File: config.mk
export PLATFORM = sky130hd
export DESIGN_NAME = multipart_boundary_splitter
export DESIGN_NICKNAME = d
export VERILOG_FILES = /design/src/hw/rtl/mbs_pkg.sv /design/src/hw/rtl/mbs_front.sv /design/src/hw/rtl/mbs_back.sv /design/src/hw/rtl/multipart_boundary_splitter.sv
export SDC_FILE = /design/constraint.sdc
export NUM_CORES = 1
export LEC_CHECK = 0
export BUFFER_PORTS_ARGS = -buffer_cell sky130_fd_sc_hd__buf_2
export CAP_MARGIN = 25
export CORE_ASPECT_RATIO = 0.7
export CORE_MARGIN = 10
export CORE_UTILIZATION = 45
export DETAILED_ROUTE_END_ITERATION = 8
export PLACE_DENSITY_LB_ADDON = 0.25
export SETUP_SLACK_MARGIN = 0.1
export SLEW_MARGIN = 15
export SYNTH_ARGS = -nofsm -noshare
export SYNTH_HDL_FRONTEND = slang
export SYNTH_SLANG_ARGS = --single-unit
File: constraint.sdc
create_clock -name clk -period 4.9 [get_ports clk]
set_clock_uncertainty 0.2 [all_clocks]
set_input_delay 0.49 -clock clk [delete_from_list [all_inputs] [get_ports clk]]
set_output_delay 0.49 -clock clk [all_outputs]
set_load 0.02 [all_outputs]
File: src/hw/rtl/mbs_pkg.sv
package mbs_pkg;

    // stream characters
    localparam logic [7:0] CHAR_CR   = 8'h0D;
    localparam logic [7:0] CHAR_LF   = 8'h0A;
    localparam logic [7:0] CHAR_DASH = 8'h2D;

    // fixed CR LF dash dash delimiter prefix
    localparam int unsigned PREFIX_LEN = 4;

    // item opcodes
    localparam logic OP_LOAD = 1'b0;
    localparam logic OP_DATA = 1'b1;

    // configuration register map (word index)
    localparam logic REG_TOKEN_LENGTH = 1'b0;

    // queue between front and back
    localparam int unsigned QUEUE_DEPTH = 2;
    localparam int unsigned QPW         = $clog2(QUEUE_DEPTH);

    // field widths
    localparam int unsigned TOKEN_LEN_W = 7;
    localparam int unsigned SEG_W       = 16;

    typedef enum logic [1:0] {
        PH_SCAN,
        PH_DASH,
        PH_SKIP
    } phase_t;

    typedef struct packed {
        logic                   opcode;
        logic [6:0]             token_index;
        logic [7:0]             byte_value;
        logic                   end_of_data;
    } item_t;

    typedef struct packed {
        logic [SEG_W-1:0]       segment_length;
        logic                   segment_end;
        logic                   closing_marker;
        logic [SEG_W-1:0]       segment_number;
    } result_t;

    // classified word handed from front to back
    typedef struct packed {
        logic                   is_load;
        logic                   idx_ok;
        logic [6:0]             token_index;
        logic [7:0]             byte_value;
        logic                   eod;
        logic                   is_cr;
        logic                   is_lf;
        logic                   is_dash;
    } queue_word_t;

    // byte of the fixed delimiter prefix
    function automatic logic [7:0] prefix_byte(input logic [1:0] pos);
        logic [7:0] b;
        begin
            case (pos)
                2'd0:    b = CHAR_CR;
                2'd1:    b = CHAR_LF;
                default: b = CHAR_DASH;
            endcase
            return b;
        end
    endfunction

endpackage

File: src/hw/rtl/mbs_front.sv
module mbs_front #(
    parameter int MAX_TOKEN = 70
) (
    input  logic                clk,
    input  logic                rst_n,
    input  logic                item_valid,
    output logic                item_ready,
    input  mbs_pkg::item_t      item,
    output logic                q_valid,
    output mbs_pkg::queue_word_t q_word,
    input  logic                q_pop
);
    import mbs_pkg::*;

    queue_word_t          ents [QUEUE_DEPTH];
    logic [QPW-1:0]       wr_ptr_reg, wr_ptr_next;
    logic [QPW-1:0]       rd_ptr_reg, rd_ptr_next;
    logic [QPW:0]         count_reg, count_next;
    queue_word_t          cls;
    logic                 push;

    // classify the incoming word
    always_comb
    begin
        cls.is_load     = (item.opcode == OP_LOAD);
        cls.idx_ok      = (32'(item.token_index) < 32'(MAX_TOKEN));
        cls.token_index = item.token_index;
        cls.byte_value  = item.byte_value;
        cls.eod         = item.end_of_data;
        cls.is_cr       = (item.byte_value == CHAR_CR);
        cls.is_lf       = (item.byte_value == CHAR_LF);
        cls.is_dash     = (item.byte_value == CHAR_DASH);
    end

    assign item_ready = (count_reg != (QPW+1)'(QUEUE_DEPTH));
    assign push       = item_valid && item_ready;
    assign q_valid    = (count_reg != '0);
    assign q_word     = ents[rd_ptr_reg];

    // queue pointers
    always_comb
    begin
        wr_ptr_next = push  ? wr_ptr_reg + 1'b1 : wr_ptr_reg;
        rd_ptr_next = q_pop ? rd_ptr_reg + 1'b1 : rd_ptr_reg;
        count_next  = count_reg;
        if (push && !q_pop)
        begin
            count_next = count_reg + 1'b1;
        end
        else if (!push && q_pop)
        begin
            count_next = count_reg - 1'b1;
        end
    end

    always_ff @(posedge clk or negedge rst_n)
    begin
        if (!rst_n)
        begin
            wr_ptr_reg <= '0;
            rd_ptr_reg <= '0;
            count_reg  <= '0;
        end
        else
        begin
            wr_ptr_reg <= wr_ptr_next;
            rd_ptr_reg <= rd_ptr_next;
            count_reg  <= count_next;
        end
    end

    // queue storage
    always_ff @(posedge clk)
    begin
        if (push)
        begin
            ents[wr_ptr_reg] <= cls;
        end
    end

endmodule

File: src/hw/rtl/mbs_back.sv
module mbs_back #(
    parameter int MAX_TOKEN  = 70,
    parameter int COUNT_BITS = 16
) (
    input  logic                           clk,
    input  logic                           rst_n,
    input  logic                           q_valid,
    input  mbs_pkg::queue_word_t           q_word,
    output logic                           q_pop,
    input  logic [mbs_pkg::TOKEN_LEN_W-1:0] token_length,
    output logic                           result_valid,
    input  logic                           result_ready,
    output mbs_pkg::result_t               result
);
    import mbs_pkg::*;

    localparam int AW = (MAX_TOKEN > 1) ? $clog2(MAX_TOKEN) : 1;
    localparam int MW = $clog2(MAX_TOKEN + PREFIX_LEN);
    localparam int LW = MW + 1;
    localparam int CW = COUNT_BITS;

    logic [7:0]     tok_mem [MAX_TOKEN];
    logic [7:0]     tok_rd_reg;
    logic [AW-1:0]  rd_addr;
    logic           tok_we;

    phase_t         phase_reg, phase_next;
    logic [MW-1:0]  mp_reg, mp_next;
    logic [CW-1:0]  body_reg, body_next;
    logic [SEG_W-1:0] seg_reg, seg_next;
    logic [1:0]     dc_reg, dc_next;
    logic           res_valid_reg;
    result_t        res_reg;

    logic [TOKEN_LEN_W-1:0] tl_clamp;
    logic [LW-1:0]  delim_len;
    logic [7:0]     dbyte;
    logic           match;
    logic [CW:0]    sum_mis;
    logic [CW:0]    sum_eod;
    logic           emit;
    logic [CW-1:0]  e_len;
    logic           e_end;
    logic           e_close;
    logic           fire;

    function automatic logic [CW-1:0] sat_count(input logic [CW:0] v);
        begin
            return v[CW] ? {CW{1'b1}} : v[CW-1:0];
        end
    endfunction

    function automatic logic [SEG_W-1:0] to_len(input logic [CW-1:0] v);
        begin
            return (v > CW'(17'h0FFFF)) ? {SEG_W{1'b1}} : SEG_W'(v);
        end
    endfunction

    assign fire  = q_valid && (!res_valid_reg || result_ready);
    assign q_pop = fire;

    // delimiter length from the clamped token length
    always_comb
    begin
        tl_clamp = token_length;
        if (token_length == '0)
        begin
            tl_clamp = TOKEN_LEN_W'(1);
        end
        else if (token_length > TOKEN_LEN_W'(MAX_TOKEN))
        begin
            tl_clamp = TOKEN_LEN_W'(MAX_TOKEN);
        end
        delim_len = LW'(tl_clamp) + LW'(PREFIX_LEN);
    end

    // expected byte at the current match position
    assign dbyte = (mp_reg < MW'(PREFIX_LEN)) ? prefix_byte(mp_reg[1:0]) : tok_rd_reg;
    assign match = (q_word.byte_value == dbyte);

    // body updates on a mismatch and at end of data while scanning
    assign sum_mis = (CW+1)'(body_reg) + (CW+1)'(mp_reg) + (CW+1)'(!q_word.is_cr);
    assign sum_eod = (CW+1)'(body_reg) + (CW+1)'(mp_reg) + (CW+1)'(1);

    // matcher next state
    always_comb
    begin
        phase_next = phase_reg;
        mp_next    = mp_reg;
        body_next  = body_reg;
        seg_next   = seg_reg;
        dc_next    = dc_reg;
        emit       = 1'b0;
        e_len      = body_reg;
        e_end      = 1'b0;
        e_close    = 1'b0;
        tok_we     = 1'b0;

        if (fire)
        begin
            if (q_word.is_load)
            begin
                tok_we = q_word.idx_ok;
            end
            else
            begin
                unique case (phase_reg)
                    PH_DASH:
                    begin
                        if (q_word.is_dash)
                        begin
                            if (dc_reg != 2'd0)
                            begin
                                dc_next    = 2'd2;
                                phase_next = PH_SKIP;
                            end
                            else
                            begin
                                dc_next = 2'd1;
                            end
                        end
                        else
                        begin
                            dc_next    = 2'd0;
                            phase_next = PH_SKIP;
                            if (q_word.is_lf)
                            begin
                                emit       = 1'b1;
                                e_len      = body_reg;
                                e_close    = 1'b0;
                                seg_next   = seg_reg + 1'b1;
                                body_next  = '0;
                                mp_next    = '0;
                                phase_next = PH_SCAN;
                            end
                        end
                    end
                    PH_SKIP:
                    begin
                        if (q_word.is_lf)
                        begin
                            emit       = 1'b1;
                            e_len      = body_reg;
                            e_close    = (dc_reg == 2'd2);
                            seg_next   = seg_reg + 1'b1;
                            body_next  = '0;
                            mp_next    = '0;
                            dc_next    = 2'd0;
                            phase_next = PH_SCAN;
                        end
                    end
                    default:
                    begin
                        phase_next = PH_SCAN;
                        if (match)
                        begin
                            if ((LW'(mp_reg) + LW'(1)) >= delim_len)
                            begin
                                mp_next    = '0;
                                dc_next    = 2'd0;
                                phase_next = PH_DASH;
                            end
                            else
                            begin
                                mp_next = mp_reg + 1'b1;
                            end
                        end
                        else
                        begin
                            body_next = sat_count(sum_mis);
                            mp_next   = q_word.is_cr ? MW'(1) : '0;
                        end
                    end
                endcase

                // end of data closes the segment and clears stream state
                if (q_word.eod)
                begin
                    if (!emit)
                    begin
                        emit = 1'b1;
                        if (phase_next == PH_SCAN)
                        begin
                            e_len   = sat_count(sum_eod);
                            e_end   = 1'b1;
                            e_close = 1'b0;
                        end
                        else
                        begin
                            e_len   = body_next;
                            e_end   = 1'b0;
                            e_close = (dc_next == 2'd2);
                        end
                    end
                    phase_next = PH_SCAN;
                    mp_next    = '0;
                    body_next  = '0;
                    seg_next   = '0;
                    dc_next    = 2'd0;
                end
            end
        end
    end

    // prefetch the token byte for the next match position
    assign rd_addr = (mp_next >= MW'(PREFIX_LEN)) ? AW'(mp_next - MW'(PREFIX_LEN)) : '0;

    // token store
    always_ff @(posedge clk)
    begin
        if (tok_we)
        begin
            tok_mem[AW'(q_word.token_index)] <= q_word.byte_value;
        end
        if (tok_we && (AW'(q_word.token_index) == rd_addr))
        begin
            tok_rd_reg <= q_word.byte_value;
        end
        else
        begin
            tok_rd_reg <= tok_mem[rd_addr];
        end
    end

    // matcher state
    always_ff @(posedge clk or negedge rst_n)
    begin
        if (!rst_n)
        begin
            phase_reg <= PH_SCAN;
            mp_reg    <= '0;
            body_reg  <= '0;
            seg_reg   <= '0;
            dc_reg    <= 2'd0;
        end
        else
        begin
            phase_reg <= phase_next;
            mp_reg    <= mp_next;
            body_reg  <= body_next;
            seg_reg   <= seg_next;
            dc_reg    <= dc_next;
        end
    end

    // result output register
    always_ff @(posedge clk or negedge rst_n)
    begin
        if (!rst_n)
        begin
            res_valid_reg <= 1'b0;
        end
        else if (fire && emit)
        begin
            res_valid_reg <= 1'b1;
        end
        else if (result_ready)
        begin
            res_valid_reg <= 1'b0;
        end
    end

    always_ff @(posedge clk)
    begin
        if (fire && emit)
        begin
            res_reg.segment_length <= to_len(e_len);
            res_reg.segment_end    <= e_end;
            res_reg.closing_marker <= e_close;
            res_reg.segment_number <= seg_reg;
        end
    end

    assign result_valid = res_valid_reg;
    assign result       = res_reg;

endmodule

File: src/hw/rtl/multipart_boundary_splitter.sv
// Multipart boundary splitter: takes one word per cycle, either a token load
// (writes one boundary token byte) or a stream byte, and reports the length of
// each segment found between CR LF "--" token delimiters, with a flag for the
// closing "--" marker and a running segment number that end of data clears.
// A word enters every cycle while the result side keeps up; the rate is set
// by the one-compare match loop, which prefetches the next expected token
// byte from the registered token store so one byte completes per cycle.
// A result is registered: an accepted word waits in the input queue, the
// matcher works on it at the queue head, and the result register then loads
// when the word leaves the queue. The token store has no reset; load every
// token byte in use before streaming data.
// token_length lives at byte address 0 of the APB port.
module multipart_boundary_splitter #(
    parameter int MAX_TOKEN  = 70,
    parameter int COUNT_BITS = 16
) (
    input  logic               clk,
    input  logic               rst_n,
    input  logic               item_valid,
    output logic               item_ready,
    input  mbs_pkg::item_t     item,
    output logic               result_valid,
    input  logic               result_ready,
    output mbs_pkg::result_t   result,
    input  logic               psel,
    input  logic               penable,
    input  logic               pwrite,
    input  logic [2:0]         paddr,
    input  logic [31:0]        pwdata,
    output logic [31:0]        prdata,
    output logic               pready
);
    import mbs_pkg::*;

    logic [TOKEN_LEN_W-1:0] token_length_reg;
    logic                   q_valid;
    queue_word_t            q_word;
    logic                   q_pop;

    // configuration register
    assign pready = 1'b1;
    assign prdata = (paddr[2] == REG_TOKEN_LENGTH) ? 32'(token_length_reg) : '0;

    always_ff @(posedge clk or negedge rst_n)
    begin
        if (!rst_n)
        begin
            token_length_reg <= TOKEN_LEN_W'(1);
        end
        else if (psel && penable && pwrite && (paddr[2] == REG_TOKEN_LENGTH))
        begin
            token_length_reg <= pwdata[TOKEN_LEN_W-1:0];
        end
    end

    // accept and classify
    mbs_front #(
        .MAX_TOKEN (MAX_TOKEN)
    ) u_front (
        .clk        (clk),
        .rst_n      (rst_n),
        .item_valid (item_valid),
        .item_ready (item_ready),
        .item       (item),
        .q_valid    (q_valid),
        .q_word     (q_word),
        .q_pop      (q_pop)
    );

    // delimiter matching and segment results
    mbs_back #(
        .MAX_TOKEN  (MAX_TOKEN),
        .COUNT_BITS (COUNT_BITS)
    ) u_back (
        .clk          (clk),
        .rst_n        (rst_n),
        .q_valid      (q_valid),
        .q_word       (q_word),
        .q_pop        (q_pop),
        .token_length (token_length_reg),
        .result_valid (result_valid),
        .result_ready (result_ready),
        .result       (result)
    );

endmodule
* After elaboration in Yosys (flattened, before gate mapping)
Memory sizes are Yosys's and may differ from the RTL's. A register that Yosys moved wholly into a read port is not among the register bits. Cells that the tools add are included.
Cells by class: add/subtract/negate cells 12, multipliers 0, divide/modulo/power cells 0, magnitude comparators 6, eq/ne operators 11, shifts and indexed selects 0, multiplexer cells 74, bitwise logic cells 5, reductions and logical operators 25
Operator list (number):
- $mux W16 | 14
- $mux W7 | 11
- $pmux W16 S2 | 2
- $mux W2 | 18
- $mux W1 | 23
- $add A16 B7 Y17 | 1
- $add A17 B1 Y17 | 1
- $add A17 B1 Y17 const B | 1
- $add A16 B1 Y16 const B | 1
- $eq A8 B4 Y1 const B | 2
- $gt A16 B16 Y1 const B | 1
- $pmux W7 S2 | 1
- $pmux W6 S2 | 1
- $add A7 B1 Y8 const B | 1
- $add A7 B3 Y8 const B | 1
- $eq A8 B6 Y1 const B | 1
- $eq A8 B8 Y1 | 1
- $ge A8 B8 Y1 | 1
- $logic_and A1 B1 Y1 | 8
- $mux W8 | 1
- $pmux W2 S2 | 2
- $reduce_bool A2 Y1 | 4
- $add A7 B1 Y7 const B | 1
- $ge A7 B3 Y1 const B | 1
- 22 further kinds | 34
Word-level totals: register bits after elaboration 89, bits in latches 0, RAM bits 602, ROM bits 0, output and inout bits 69, logic and storage cells 149, memories kept 2
Memories:
- u_back.tok_mem | words 70, bits a word 8, read ports 1, clocked after memory_dff 1, wr ports 1, RTL line mbs_back.sv:22 | logic [7:0] tok_mem [MAX_TOKEN];
- u_front.ents | words 2, bits a word 21, read ports 1, clocked after memory_dff 0, wr ports 1, RTL line mbs_front.sv:15 | queue_word_t ents [QUEUE_DEPTH];

* Depth between registers and ports, before layout
depth in word-level cells 17, depth in mapped cells 21, depth with buffers taken out 19

* Cells and area by module
From an unflattened synthesis, not the netlist that was laid out.
Second synthesis, totals: cell total of the unflattened synthesis 1980, area total of the unflattened synthesis 30803.3 µm²
Modules (own cells, without submodules):
- mbs_back | instances 1, cells an instance 1836, area each 28483.6 µm²
- mbs_front | instances 1, cells an instance 94, area each 1776.7 µm²
- multipart_boundary_splitter | instances 1, cells an instance 50, area each 543.0 µm²

* Worst setup path after synthesis
No wires, ideal clock.
kind reg2reg, start point reg u_front.rd_ptr_reg, end point reg (tool-made name), library setup time 0.061 ns, data arrival time 3.920 ns, required time 4.639 ns, path slack 0.719 ns, stages on the path, launching flop included 15, cell sequence dfrtp_1 -> clkbuf_1 -> clkbuf_1 -> mux2i_1 -> inv_1 -> xnor2_1 -> nor4b_4 -> nand2_2 -> buf_6 -> nor2_1 -> a22o_1 -> ha_1 -> inv_1 -> o41ai_1 -> and4_1
RTL lines:
- start: declaration | RTL line mbs_front.sv:17 | logic [QPW-1:0] rd_ptr_reg, rd_ptr_next;
- start signal: assignment | RTL line mbs_front.sv:67 | rd_ptr_reg <= rd_ptr_next;

==> run metrics <==
worst reg2reg endpoint=u_back.result[32]; Critical Path, Cell by Cell=buf_12 -> buf_4 -> mux4_2 -> mux2i_1 -> mux2i_1 -> o221ai_1 -> buf_4 -> mux2_2 -> nand3_1 -> nor4b_4 -> buf_4 -> and2_1 -> buf_4 -> a21o_2 -> a211oi_1 -> a221oi_2; crit path max fanout=18; final wirelength=81,930 um; nets=about 2,200; vias in the first global route=17,850; register area share after synthesis=about two thirds; P_leak=between 10 and 15 nW; GRT Total Usage=20.71%; TritonCTS buffer count=just under 70; Core Box Area=~67,000 sq um; hold path start=result_ready; Slew Limit Fails=0; Post-synth EDFFs=about 640; Iter 0 DRT Violations=around 2,100; pwr dens=447.8 nW/um^2; Synth async-reset ratio=7.880%; Die Span Y=between 200 and 250 um; residual DRC count=0; CTS root buf=clkbuf_16; fill count=5,401; Period minus WS final=roughly 4600 ps; status=complete, no violations; Worst Hold End=u_back.result_valid; RSZ-0062 raised after global routing=false; FF-to-FF path depth=16; largest net degree at the start of global routing=a little over 70; Longest Clk Path Bufs=3; routability congestion estimate=0.9900; Mapped Cells=between 1,500 and 2,000; CP startpoint kind=register; Setup CP Type=reg2reg; initial core utilization=45.53%; Pre-Repair DR Iteration Count=7; max cap viols=0; Post-synth top flop=edfxtp_1; total gr overflow=0; Worst Path Arrival=4860 ps; Vias per Instance=6.030; die outline width=about 330 um; CTS tree=done; Final TNS setup=0 ps; Die Outline Area=78,250 sq um; slowest stage cell, crit path=dfxtp_4; first-pass GRT wire length=120,800 um; Period Utilization, post-route=93.99%; HP Class=in2reg; Max Fclk=around 220 MHz; Top cell by count, worst path=buf_4; H-tree lvl count=3; initial antenna violation count=0; setup ws final=around 290 ps; routed len/inst=between 20 and 30 um; Area Growth Syn to Fin=15.08%; Worst VDD drop=approximately 0.00033 V; pre-CTS setup slack=298.2 ps; total design power=roughly 16 mW; HPWL Detailed=~56,000 um; CTS Sinks=approximately 700; n_diodes=0; Final ANT Viol Nets=0; setup violators final=0; Reg clk slew, reported paths=roughly 70 ps; syn avg cell area=~16 sq um; commonest non-fill, non-tap cells in the layout=edfxtp_1, nor2_1, nand2_1; max incr delay on CP=600 ps; Hold Violations, Final=0; layout cells sized above 1=between 20 and 25%; register bit total from synthesis=roughly 700; fin util=approximately 52%; synth warn=0; I/O pins=128; max FFs per register=between 500 and 600; commonest non-fill, non-tap cell in the layout=edfxtp_1; Rows=79; Crit. End Element=register; Netlist Area Pre-Place=between 30,000 and 40,000 sq um; Hold Slack=between 20 and 30 ps; R2R Setup Slk=just under 300 ps; Vias=around 19,000; synth unique cells=between 90 and 100; Min-Delay Path Depth=3; register bank with the most flops=u_back.tok_mem; Clock Latency Late Sink=around 630 ps; worst rel slew slack=31.50%; Port-buffer cells=74; Slew @ Worst Pin=1024 ps; Critical Path RT=about 5200 ps
==> per-stage QoR <==
step	cell area, sq um	std cells
floorplan	30380	1940
global placement	32200	2910
detailed placement	32210	2911
CTS	34750	3062
global route	34860	3070
finish	34860	3070
==> what timing repair did <==
item	in CTS	in global routing
gates resized for setup	0	2
hold buffers	26	0
hold endpoints to repair	96	0
endpoints found under the setup margin	0	16
buffers inserted	0	6
==> where the power goes <==
group / switching, mW / leakage [nW] / internal, mW / total, mW
registers: 0.114 / 6.54 / 7.43 / 7.54
logic: 2.00 / 3.97 / 0.690 / 2.69
clock network: 2.27 / 1.10 / 3.11 / 5.38
total: 4.38 / 11.6 / 11.2 / 15.6
==> critical path, delay by kind of cell (launching register included) <==
| kind | cells | cell delay, ps |
|---|---|---|
| simple gates | 3 | 600 |
| buf+inv | 5 | 1040 |
| compound gates | 4 | 880 |
| mux | 4 | 1100 |
| flops | 1 | 600 |
==> per-layer routing <==
metal  global-route usage [%]  vias to the layer above  routed length [um]
met1                    32.01                     9530               37240
li1                         -                     7902                   -
met3                    6.595                      135                9540
met5                        0                        -                   0
met2                    27.96                      946               33500
met4                    4.533                        0                1643
==> worst max-delay path by stage <==
stage | cells past startpoint | start | slack [ps] | end
5_1_grt | 18 | register | 110 | register
3_5_place_dp | 18 | register | 300 | register
2_1_floorplan | 14 | u_front.rd_ptr_reg | 720 | register
4_1_cts | 18 | register | 260 | register
6_report | 16 | register | 290 | u_back.result[32]
3_3_place_gp | 16 | register | 260 | register
==> Yosys cell counts, drive strengths merged, types with 20 or more instances <==
| master | count | area, sq um |
|---|---|---|
| clkbuf | 30 | 112.6 |
| mux4 | 120 | 2703 |
| nand3 | 41 | 205.2 |
| nand2 | 125 | 471.7 |
| nor3 | 29 | 150.1 |
| a21oi | 43 | 215.2 |
| a211oi | 20 | 150.1 |
| buf | 76 | 525.5 |
| edfxtp | 636 | 19100 |
| mux2i | 54 | 540.5 |
| nor2b | 32 | 200.2 |
| ha | 29 | 362.9 |
| a22oi | 22 | 170.2 |
| mux2 | 30 | 337.8 |
| xor2 | 34 | 297.8 |
| nor2 | 169 | 636.9 |
| xnor2 | 29 | 254.0 |
| inv | 40 | 150.1 |
| dfrtp | 54 | 1351 |
| o21ai | 51 | 255.3 |
==> cell type report <==
cell class              count  area [sq um]  area share [%]
clock buffers              83          1832           5.255
clock inverters            42         445.4           1.278
inverters                  40         150.1          0.4307
multi-input cells        1096          8990           25.79
flip-flops and latches    698         20630           59.18
well taps                 891          1115           3.198
repair buffers            220          1697           4.867
==> logic make-up after synthesis <==
family | share of synthesized area (%)
buffers and inverters | 2.602
AND/OR/NAND/NOR | 7.786
XOR/XNOR | 1.822
other | 0.02479
flip-flops | 68.06
AO/OA/AOI/OAI | 6.617
adder cells (fa/ha/maj) | 1.264
multiplexers | 11.82
(Power assumes the default switching activity.)
